===== src/hw/rtl/swk_pkg.sv =====
// Shared constants, types and helper functions for the swerve wheel kinematics block.
package swk_pkg;

  localparam int CORDIC_STEPS    = 16;
  localparam int ANGLE_FRAC_BITS = 6;
  localparam int STEP_W          = $clog2(CORDIC_STEPS);

  localparam int DW = 36;
  localparam int ZW = 32;
  localparam int MW = 31;
  localparam int PW = DW + MW;

  localparam int ZSH          = 20 - ANGLE_FRAC_BITS;
  localparam int HALF_TURN    = 180 << ANGLE_FRAC_BITS;
  localparam int FULL_TURN    = 360 << ANGLE_FRAC_BITS;
  localparam int QUARTER_TURN = 90 << ANGLE_FRAC_BITS;
  localparam int Z_HALF       = 180 << 20;

  localparam int KINV_Q30    = 652032874;
  localparam int DEG2RAD_Q32 = 74961321;
  localparam int MAG_EPS     = 655;
  localparam int TURN_LIMIT  = 240;
  localparam int WHEEL_LIMIT = 10000;

  // |a| / HALF_TURN as ((|a| >> QSH) * RECIP_45) >> RECIP_SH
  localparam int QSH      = ANGLE_FRAC_BITS + 2;
  localparam int RECIP_45 = 190887436;
  localparam int RECIP_SH = 33;

  localparam logic signed [MW-1:0] KINV_M    = MW'(KINV_Q30);
  localparam logic signed [MW-1:0] DEG2RAD_M = MW'(DEG2RAD_Q32);
  localparam logic signed [MW-1:0] RECIP_M   = MW'(RECIP_45);
  localparam logic signed [MW-1:0] FULL_M    = MW'(FULL_TURN);

  localparam logic signed [DW-1:0] HALF_D    = DW'(HALF_TURN);
  localparam logic signed [DW-1:0] FULL_D    = DW'(FULL_TURN);
  localparam logic signed [DW-1:0] QUARTER_D = DW'(QUARTER_TURN);
  localparam logic signed [ZW-1:0] Z_HALF_Z  = ZW'(Z_HALF);

  typedef struct packed {
    logic                 start;
    logic                 vec;
    logic                 neg;
    logic signed [DW-1:0] x;
    logic signed [DW-1:0] y;
    logic signed [ZW-1:0] z;
  } cordic_cmd_t;

  typedef struct packed {
    logic                 done;
    logic signed [DW-1:0] x;
    logic signed [DW-1:0] y;
    logic signed [ZW-1:0] z;
  } cordic_rsp_t;

  function automatic logic signed [ZW-1:0] atan_q20(input logic [4:0] i);
    logic signed [ZW-1:0] r;
    case (i)
      5'd0:  r = 32'sd47185920;
      5'd1:  r = 32'sd27855475;
      5'd2:  r = 32'sd14718068;
      5'd3:  r = 32'sd7471121;
      5'd4:  r = 32'sd3750058;
      5'd5:  r = 32'sd1876857;
      5'd6:  r = 32'sd938658;
      5'd7:  r = 32'sd469357;
      5'd8:  r = 32'sd234682;
      5'd9:  r = 32'sd117342;
      5'd10: r = 32'sd58671;
      5'd11: r = 32'sd29335;
      5'd12: r = 32'sd14668;
      5'd13: r = 32'sd7334;
      5'd14: r = 32'sd3667;
      5'd15: r = 32'sd1833;
      5'd16: r = 32'sd917;
      5'd17: r = 32'sd458;
      5'd18: r = 32'sd229;
      5'd19: r = 32'sd115;
      5'd20: r = 32'sd57;
      5'd21: r = 32'sd29;
      5'd22: r = 32'sd14;
      5'd23: r = 32'sd7;
      default: r = '0;
    endcase
    return r;
  endfunction

  // round half away from zero
  function automatic logic signed [PW-1:0] rnd_shr(input logic signed [PW-1:0] v,
                                                   input int unsigned s);
    logic [PW-1:0] a;
    logic [PW-1:0] r;
    a = v[PW-1] ? PW'(-v) : PW'(v);
    r = (a + (PW'(1) << (s - 1))) >> s;
    return v[PW-1] ? -$signed(r) : $signed(r);
  endfunction

  function automatic logic signed [DW-1:0] wrap_half(input logic signed [DW-1:0] a);
    logic signed [DW-1:0] r;
    r = a;
    if (a > HALF_D) begin
      r = a - FULL_D;
    end else if (a < -HALF_D) begin
      r = a + FULL_D;
    end
    return r;
  endfunction

endpackage


===== src/hw/rtl/swk_cordic.sv =====
// Iterative CORDIC unit, one micro-rotation per cycle, rotation and vectoring modes.
module swk_cordic (
  input  logic                 clk,
  input  logic                 rst_n,
  input  swk_pkg::cordic_cmd_t cmd,
  output swk_pkg::cordic_rsp_t rsp
);
  import swk_pkg::*;

  logic signed [DW-1:0] x_r, y_r;
  logic signed [ZW-1:0] z_r;
  logic [STEP_W-1:0]    i_r;
  logic                 busy_r, done_r, vec_r, neg_r;

  logic signed [DW-1:0] dx, dy;
  logic signed [ZW-1:0] at;
  logic                 pos;

  always_comb begin
    dx  = y_r >>> i_r;
    dy  = x_r >>> i_r;
    at  = atan_q20(5'(i_r));
    pos = vec_r ? y_r[DW-1] : !z_r[ZW-1];
  end

  always_ff @(posedge clk) begin
    if (!rst_n) begin
      busy_r <= 1'b0;
      done_r <= 1'b0;
    end else begin
      done_r <= 1'b0;
      if (cmd.start) begin
        busy_r <= 1'b1;
        i_r    <= '0;
        vec_r  <= cmd.vec;
        neg_r  <= cmd.neg;
        if (cmd.vec && cmd.x[DW-1]) begin
          x_r <= -cmd.x;
          y_r <= -cmd.y;
          z_r <= cmd.y[DW-1] ? -Z_HALF_Z : Z_HALF_Z;
        end else begin
          x_r <= cmd.x;
          y_r <= cmd.y;
          z_r <= cmd.z;
        end
      end else if (busy_r) begin
        if (pos) begin
          x_r <= x_r - dx;
          y_r <= y_r + dy;
          z_r <= z_r - at;
        end else begin
          x_r <= x_r + dx;
          y_r <= y_r - dy;
          z_r <= z_r + at;
        end
        i_r <= i_r + 1'b1;
        if (i_r == STEP_W'(CORDIC_STEPS - 1)) begin
          busy_r <= 1'b0;
          done_r <= 1'b1;
        end
      end
    end
  end

  always_comb begin
    rsp.done = done_r;
    rsp.x    = neg_r ? -x_r : x_r;
    rsp.y    = neg_r ? -y_r : y_r;
    rsp.z    = z_r;
  end

endmodule


===== config.mk =====
export PLATFORM = sky130hd
export DESIGN_NAME = swk_cordic
export DESIGN_NICKNAME = d
export VERILOG_FILES = /design/src/hw/rtl/swk_pkg.sv /design/src/hw/rtl/swk_cordic.sv
export SDC_FILE = /design/constraint.sdc
export NUM_CORES = 1
export LEC_CHECK = 0
export BUFFER_PORTS_ARGS = -buffer_cell sky130_fd_sc_hd__buf_2
export CAP_MARGIN = 20
export CORE_MARGIN = 3
export CORE_UTILIZATION = 45
export DETAILED_ROUTE_END_ITERATION = 7
export PLACE_DENSITY = 0.68
export SLEW_MARGIN = 25
export SYNTH_ARGS = -nofsm -noshare
export SYNTH_HDL_FRONTEND = slang
export SYNTH_SLANG_ARGS = --single-unit
export TNS_END_PERCENT = 30

===== constraint.sdc =====
create_clock -name clk -period 6.9 [get_ports clk]
set_clock_uncertainty 0.05 [all_clocks]
set_input_delay 0.345 -clock clk [delete_from_list [all_inputs] [get_ports clk]]
set_output_delay 0.345 -clock clk [all_outputs]
set_load 0.02 [all_outputs]

* After elaboration in Yosys (flattened, before gate mapping)
Memories as Yosys holds them, arrays and structs flattened. A register that Yosys moved wholly into a read port is not among the register bits.
Cells that the tools add are included.
** Storage, ports and cells
- Word-level logic and storage cells :: 54
- Memory bits (read-only) :: 416
- Output and inout port bits :: 105
- Memories kept :: 1
- Input port bits :: 109
- Register bits :: 112
** Cells by class
- Shift operators :: 2
- Bitwise gates (word level) :: 2
- Equal/unequal tests :: 1
- Reductions and logical operators :: 6
- Multiplexer cells :: 23
- $add $sub $neg :: 11
** Memory list
- (name not given) :: words 16, bits a word 26, read ports 1, clocked after Yosys merged registers in 1, write ports 0, RTL line swk_pkg.sv:58 : case (i)
** Operators by type and width (number)
- 36-bit two-way mux :: 10
- 32-bit two-way mux :: 5
- 36-bit negator :: 4
- 36-bit adder :: 2
- 36-bit by 4-bit >>> shifter with 36-bit output :: 2
- 36-bit subtractor :: 2
- 32-bit adder :: 1
- 32-bit subtractor :: 1
- 4-bit two-way mux :: 3
- 1-bit two-way mux :: 5
- 4-bit by 1-bit adder with 4-bit output (second input constant) :: 1
- 4-bit equality test (second input constant) :: 1
- 2-bit AND reduction :: 2
- 3-bit OR reduction :: 1
- 1-bit inverter :: 2
- 2-bit nonzero test :: 1
- 1-bit logical AND :: 1
- 1-bit logical NOT :: 1

* Logic depth before layout (Yosys ltp)
Gate-level depths: netlist (run 1).
- Depth in word-level cells :: 5
- Depth in mapped cells :: 29

* Worst setup path before layout (run 1)
OpenSTA, ideal clock, no wires.
- Path kind :: reg-to-reg
- Start :: register i_r[2]
- End :: register x_r[35], data pin
- Data required time :: 6.582 ns
- Stages on the path, launching flop included :: 27
- Clock period less this slack :: 6.345 ns
- Slack :: 0.555 ns
- Arrival :: 6.027 ns
- Buffers on the path :: 7
- Path through :: edfxtp_1 -> buf_2 -> buf_1 -> clkbuf_1 -> buf_2 -> buf_2 -> buf_1 -> clkbuf_1 -> nand2_1 -> o31ai_1 -> ha_1 -> nand2_1 -> or4_1 -> nor3_2 -> a21oi_1 -> xor2_1 -> ha_1 -> a21o_1 -> or3_1 -> o2111a_1 -> a211o_1 -> a41oi_1 -> o31ai_1 -> a211oi_1 -> a21oi_1 -> xnor2_1 -> o21ai_0
** On the way
- Longest elaborated chain between the ends :: 5
- Elaborated cells between the ends (all ways) :: 6
- Those cells by class :: add/sub (2); shift (1); mux (3)
** Ends and longest elaborated chain
- from (decl) :: RTL line swk_cordic.sv:12 : logic [STEP_W-1:0] i_r;
- from (signal assigned) :: RTL line swk_cordic.sv:56 : i_r <= i_r + 1'b1;
- 36-bit by 4-bit >>> shifter with 36-bit output * :: RTL line swk_cordic.sv:20 : dx = y_r >>> i_r;
- 36-bit adder or 36-bit subtractor (tied branches) :: RTL line swk_cordic.sv:52, swk_cordic.sv:48
- 36-bit two-way mux * :: RTL line swk_cordic.sv:47 : if (pos) begin
- 36-bit two-way mux * :: RTL line swk_cordic.sv:46 : end else if (busy_r) begin
- 36-bit two-way mux * :: RTL line swk_cordic.sv:32 : if (cmd.start) begin
- to (signal assigned) :: RTL line swk_cordic.sv:38 : x_r <= -cmd.x;
- to (signal assigned) :: RTL line swk_cordic.sv:48 : x_r <= x_r - dx;
- to (signal assigned) :: RTL line swk_cordic.sv:52 : x_r <= x_r + dx;
- to (decl) :: RTL line swk_cordic.sv:10 : logic signed [DW-1:0] x_r, y_r;
Every way passes the cells marked *; elsewhere a longest branch is shown, timed or not. The select of a mux whose other input is x is not followed.
A chain may end at the register's enable or synchronous reset.

* Worst setup path in the final report (run 1)
- Start :: register i_r[3]
- End :: register x_r[35], data pin
The elaborated chain is that of the path after synthesis.

==> results of run 1 <==
==> synthesized netlist by cell type, drive strengths merged (11+ instances only) <==
master and count:
nand3 58, clkbuf 99, or4 29, a211oi 26, xnor2 191, a21boi 13, mux2i 67, a31oi 18
o21ai 235, nor2 178, a21oi 223, or3 29, nor2b 19, dfxtp 28, and3 17, o22ai 16
and2 16, edfxtp 110, o21a 27, nor3 47, nor4 15, inv 60, ha 116, nand2 243
o41ai 26, o211ai 12, xor2 105, o31ai 64, buf 55, mux2 35, mux4 60, a22oi 11
a21o 39, nand2b 38
==> layer usage <==
layer | GRT usage, % | up-vias | share of wire [%]
li1 | - | 9362 | -
met1 | 35.46 | 9511 | 42
met2 | 49.09 | 746 | 48
met3 | 5.169 | 152 | 6.5
met4 | 8.916 | 0 | 3.6
met5 | 0 | - | 0
==> cells by family (layout without fill, tap and decap cells) <==
| kind of cell | Yosys count | count (layout) | synth area share, % |
|---|---|---|---|
| AOI/OAI and AO/OA | 789 | 789 | 25.04 |
| xor gates and xnor gates | 296 | 296 | 13.21 |
| adders and majority gates | 119 | 119 | 7.699 |
| buffers and inverters | 214 | 354 | 4.455 |
| DFF | 138 | 138 | 19.68 |
| muxes | 162 | 162 | 12.31 |
| other | 0 | 1 | 0 |
| and+or+nand+nor | 724 | 724 | 17.62 |
==> sequential cells by signal (all words and copies together), names as in the netlist <==
name	cells
vec_r	1
z_r	32
done_r	1
x_r	36
neg_r	1
busy_r	1
at	26
y_r	36
i_r	4
==> metrics by stage <==
step | hold slack (ps) | util [%] | setup slack [ps] | instances | power [W]
floorplan | 393.9 | - | 555.2 | 2442 | 0.006787
global placement | 456.2 | 49.77 | 592.7 | 3126 | 0.008456
detailed placement | 455.8 | 49.77 | 491.7 | 3126 | 0.008560
CTS | 40.50 | 51.22 | 456.7 | 3158 | 0.009605
global route | 39.23 | 51.36 | 36.88 | 3159 | 0.01045
finish | 61.69 | 51.37 | 479.5 | 3160 | 0.009668
==> report_power, final <==
part / switching (W) / internal, W / total, W
sequential: 0.000557 / 0.00127 / 0.00182
combinational: 0.00393 / 0.00291 / 0.00685
clock: 0.000420 / 0.000577 / 0.000997
==> final timing paths <==
path                            slack [ps]       to     start
worst max-delay path                   480  x_r[35]    i_r[3]
worst min-delay path                    60    neg_r  cmd[104]
worst max register to register         480  x_r[35]    i_r[3]
worst min register to register         470   done_r    busy_r
==> final cells by class <==
| class | count | share of cell area, % |
|---|---|---|
| Tap cell | 577 | 3.306 |
| Antenna cell | 1 | 0.01146 |
| Sequential cell | 138 | 17.69 |
| Clock buffer | 23 | 2.389 |
| Multi-Input combinational cell | 2090 | 68.38 |
| Inverter | 60 | 1.049 |
| Clock inverter | 9 | 0.4298 |
| Timing Repair Buffer | 262 | 6.738 |
==> worst max-delay path: cells and delay by family (launching register included) <==
kind,cells,cell delay [ps]
AO/OA/AOI/OAI,9,1930
AND/OR/NAND/NOR,5,1370
multiplexers,3,1150
flip-flops,1,590
adder cells (fa/ha/maj),1,380
XOR/XNOR,2,330
buffers and inverters,1,310
==> timing repair <==
| action | CTS | global route |
|---|---|---|
| setup endpoints to repair | 0 | 4 |
| endpoints found under the hold margin | 0 | 0 |
| gates resized for setup | 0 | 6 |
==> results_dict.tcl, run 1 <==
set metrics [dict create \
    grt_pass1_vias 19270 \
    worst-path-max-fanout 24 \
    critical_path.cell_chain "buf_6 > mux2_2 > mux2i_1 > mux4_2 > and2_1 > nand2_1 > or4_1 > nor3_2 > a21oi_1 > xor2_1 > ha_1 > a21o_1 > or3_1 > o2111a_1 > a211o_1 > a41oi_1 > o31ai_1 > a211oi_1 > a21oi_1 > xnor2_1 > o21ai_0" \
    async_flop_share_pct 0 \
    p_leak_nw 8.581 \
    dieWidth_um 214.9 \
    end_kind "register" \
    layout.nets 2797 \
    avgRoutedWirePerCell_um 21.43 \
    setup_violations 0 \
    cts_tree "built" \
    worst_path_most_repeated_cell "a21oi_1" \
    io_buffers 213 \
    wirelength_mm 67.72 \
    gp_congestion 0.9567 \
    ys_seq_area_share_pct 19.68 \
    ctsHoldBuffers 0 \
    hold_viol 0 \
    htree_levels 4 \
    synth_top_area_share_pct 16.83 \
    cp_slowest_stage_delay_ps 610 \
    startpoint_type "register" \
    crit_slowest_cell "or4_1" \
    postRouteAntennaNets 0 \
    grt.overflow.total 0 \
    grt_pass1_wl_mm 105.6 \
    holdPathStages 1 \
    core_mm2 0.04251 \
    syn-num-nets 2670 \
    grt_usage_pct 28.22 \
    synthTopCellsByArea "edfxtp_1 (17%), xnor2_1 (8.5%), ha_1 (7.4%)" \
    critPathRequiredTime_ps 7020 \
    cts_root_buf "clkbuf_16" \
    cts_setup_buffers 0 \
    grt_max_degree 89 \
    drt-pass1-iter-count 6 \
    synthFlopType "edfxtp_1" \
    netlist_area_mm2 0.01963 \
    layout_commonest_cell "nand2_1" \
    path_class "register to register" \
    io_pins 214 \
    rsz0062_at_grt "false" \
    clkSinkCount 138 \
    clk_path_buf_depth 2 \
    timing.max_cap.violations 0 \
    worstMarginPinSlew_ps 1009 \
    ys_warn_count 0 \
    fin_crit_sh_pct 93.05 \
    layout-drive-gt1-share_pct 16.69 \
    die_area_mm2 0.04617 \
    nFillCells 4141 \
    max_freq_mhz 155.8 \
    antenna_found_initial 0 \
    area_growth_syn_to_layout_pct 11.23 \
    worst_hold_path_type "primary input to register" \
    tns_ps 0 \
    route.detailed.drc 0 \
    period_minus_slack_ps 6420 \
    multiInputGateArea_mm2 0.01493 \
    dpl_cell_area_mm2 0.02116 \
    drt_iter0_drc 1705 \
    synthCells 2442 \
    clock_latency_ps 460 \
    viasPerCell 6.257 \
    status "complete, no violations" \
    power_density_mw_per_mm2 442.7 \
    synth_edf_count 110 \
    slew_violations 0 \
    stdcell_area_mm2 0.02184 \
    relSlewSlack_pct 32.45 \
    arrival_ps 6540 \
    syn_area_per_cell_um2 8.039 \
    vdd_drop_max_mv 0.2040 \
    initial_core_util_pct 46.18 \
    final_cell_mix "nand2_1 (242), o21ai_0 (229), a21oi_1 (223), buf_2 (212), xnor2_1 (191)" \
    hpwlAfterDp_mm 51.40 \
    rr_worst_depth 21 \
    synth_area_leader_cell "edfxtp_1" \
    final-seq-area_mm2 0.003864 \
    synth_seq_cells 138 \
    chipHeight_um 214.9 \
    row_count 75 \
    vias 19770 \
    cts_buffers 17 \
    path_clk_slew_ps 60 \
    ys_types 82 \
]
Power figures use the tool's default switching activity.
==> run 2: changes to the inputs <==
--- a/config.mk
+++ b/config.mk
@@ -11,6 +11,7 @@
 export CORE_UTILIZATION = 45
 export DETAILED_ROUTE_END_ITERATION = 7
 export PLACE_DENSITY = 0.68
+export SETUP_SLACK_MARGIN = 0.15
 export SLEW_MARGIN = 25
 export SYNTH_ARGS = -nofsm -noshare
 export SYNTH_HDL_FRONTEND = slang
==> constraint.sdc (replaced) <==
create_clock -name clk -period 6.2 [get_ports clk]
set_clock_uncertainty 0.05 [all_clocks]
set_input_delay 0.31 -clock clk [delete_from_list [all_inputs] [get_ports clk]]
set_output_delay 0.31 -clock clk [all_outputs]
set_load 0.02 [all_outputs]
==> run 2 against run 1 <==
  * Via count increased by 2.5%
  * First-iteration DRC count increased by 4.6%
  * Clock-buffer cell count decreased by 1
  * Die area unchanged
  * Critical path depth unchanged
==> results_dict.tcl, run 2 (synthesized netlist as in run 1, its figures left out) <==
set metrics [dict create \
    clk_path_buf_depth 2 \
    multiInputGateArea_mm2 0.01497 \
    route.detailed.drc 0 \
    path_clk_slew_ps 80 \
    relSlewSlack_pct 42.87 \
    grt.overflow.total 0 \
    path_class "register to register" \
    final_cell_mix "nand2_1 (242), o21ai_0 (228), a21oi_1 (222), buf_2 (212), xnor2_1 (191)" \
    worst-path-max-fanout 12 \
    nFillCells 4089 \
    grt_usage_pct 29.08 \
    rr_endpoint "x_r[33]" \
    grt_pass1_vias 19490 \
    timing.max_cap.violations 0 \
    core_mm2 0.04251 \
    fin_crit_sh_pct 94.34 \
    crit_end "x_r[33]" \
    io_pins 214 \
    postRouteAntennaNets 0 \
    stdcell_area_mm2 0.02243 \
    clock_latency_ps 470 \
    layout_commonest_cell "nand2_1" \
    max_freq_mhz 171.0 \
    chipHeight_um 214.9 \
    layout.nets 2864 \
    critical-path-top-delay-family "compound AO/OA/AOI/OAI gates" \
    gp_congestion 0.9869 \
    largestRegisters "x_r x36, y_r x36, z_r x32" \
    final-seq-area_mm2 0.003864 \
    rrSetupSlack_ps 350 \
    num_antenna_cells 0 \
    vdd_drop_max_mv 0.2299 \
    rr_worst_depth 21 \
    dpl_cell_area_mm2 0.02170 \
    period_minus_slack_ps 5849 \
    p_leak_nw 8.923 \
    crit_slowest_cell "or4_1" \
    crit_start "i_r[1]" \
    end_kind "register" \
    clkSinkCount 138 \
    initial_core_util_pct 46.18 \
    io_buffers 213 \
    hpwlAfterDp_mm 53.71 \
    holdPathStages 3 \
    seqPwrFrac_pct 17.3 \
    status "complete, no violations" \
    clock_power_share_pct 9.6 \
    viasPerCell 6.282 \
    worst_hold_path_type "primary input to register" \
    worstReg2RegStart "i_r[1]" \
    path_buf_inv 3 \
    path_depth 21 \
    power_density_mw_per_mm2 493.9 \
    cts_tree "built" \
    vias 20270 \
    die_area_mm2 0.04617 \
    startpoint_type "register" \
    arrival_ps 5980 \
    internal_power_w 0.005460 \
    htree_levels 4 \
    layout-drive-gt1-share_pct 19.06 \
    grt_pass1_wl_mm 107.9 \
    critPathRequiredTime_ps 6330 \
    cts_buffers 17 \
    cts_root_buf "clkbuf_16" \
    drt-pass1-iter-count 6 \
    drt_iter0_drc 1784 \
    cp_slowest_stage_delay_ps 580 \
    tns_ps 0 \
    row_count 75 \
    dieWidth_um 214.9 \
    worstMarginPinSlew_ps 857.0 \
    hold_viol 0 \
    setup_violations 0 \
    rsz0062_at_grt "true" \
    avgRoutedWirePerCell_um 21.72 \
    area_growth_syn_to_layout_pct 14.26 \
    antenna_found_initial 4 \
    slew_violations 0 \
    critical_path.cell_chain "buf_12 > mux4_2 > or4_1 > o2bb2ai_2 > nand2_1 > or4_1 > nor3_2 > a21oi_1 > buf_4 > a21oi_1 > xnor2_1 > ha_1 > or3_1 > o2111a_1 > a211o_1 > a41oi_1 > o31ai_1 > a211oi_2 > buf_4 > xor2_1 > o21ai_0" \
    pwr-share-comb_pct 73.2 \
    wirelength_mm 70.06 \
    grt_max_degree 74 \
    p_sw_w 0.005618 \
    switching_share_pct 50.72 \
]
[run 2: cell type report]
class,count,area share (%)
clock inverter,10,0.3403
multi-input combinational,2090,66.74
clock buffer,22,2.214
sequential,138,17.22
timing repair buffer,329,9.248
tap,577,3.218
inverter,60,1.015
[run 2: power by group through the flow]
| stage | Sequential [W] | Clock [W] | Combinational [W] |
|---|---|---|---|
| 2_1_floorplan | 0.00168 | 0 | 0.00587 |
| 3_3_place_gp | 0.00190 | 0 | 0.00778 |
| 3_5_place_dp | 0.00191 | 0 | 0.00790 |
| 4_1_cts | 0.00189 | 0.00107 | 0.00799 |
| 5_1_grt | 0.00192 | 0.00110 | 0.00894 |
| 6_report | 0.00192 | 0.00106 | 0.00810 |
[run 2: how the worst min path moves through the flow]
stage / end / start / slack (ps)
2_1_floorplan: neg_r / cmd[104] / 360
3_5_place_dp: done_r / busy_r / 470
5_1_grt: z_r[19] / cmd[19] / 100
4_1_cts: done_r / rst_n / 70
6_report: z_r[19] / cmd[19] / 100
3_3_place_gp: done_r / busy_r / 460
[run 2: per-layer routing]
layer	track usage [%]	part of all wire (%)
met1	35.95	40
met2	50.28	48
met3	4.590	7.3
met4	12.51	4.6
met5	0	0.059
[run 2: metrics by stage]
stage | total power [W] | setup WS [ps] | util (%) | cells | hold WS (ps)
CTS | 0.01095 | 248.7 | 52.46 | 3224 | 73.97
finish | 0.01108 | 350.7 | 52.77 | 3226 | 102.0
floorplan | 0.007554 | 152.1 | - | 2442 | 358.9
global route | 0.01196 | 92.05 | 52.77 | 3226 | 95.76
global placement | 0.009681 | 209.0 | 51.06 | 3189 | 463.3
detailed placement | 0.009811 | 130.7 | 51.06 | 3189 | 469.5
[run 2: timing repair]
action / CTS / global route
setup endpoints to repair: 2 / 18
hold buffers: 1 / 0
setup buffers: 2 / 0
cloned: 0 / 2
endpoints found under the hold margin: 1 / 0
resized for setup: 0 / 17
[run 2: worst register-to-register path: cells and delay by family, from the launching register on]
family,cells,cell delay (ps)
adder cells (fa/ha/maj),1,200
AND/OR/NAND/NOR,5,1790
multiplexers,1,570
flip-flops,1,380
AO/OA/AOI/OAI,9,1820
buffers and inverters,3,500
XOR/XNOR,2,260
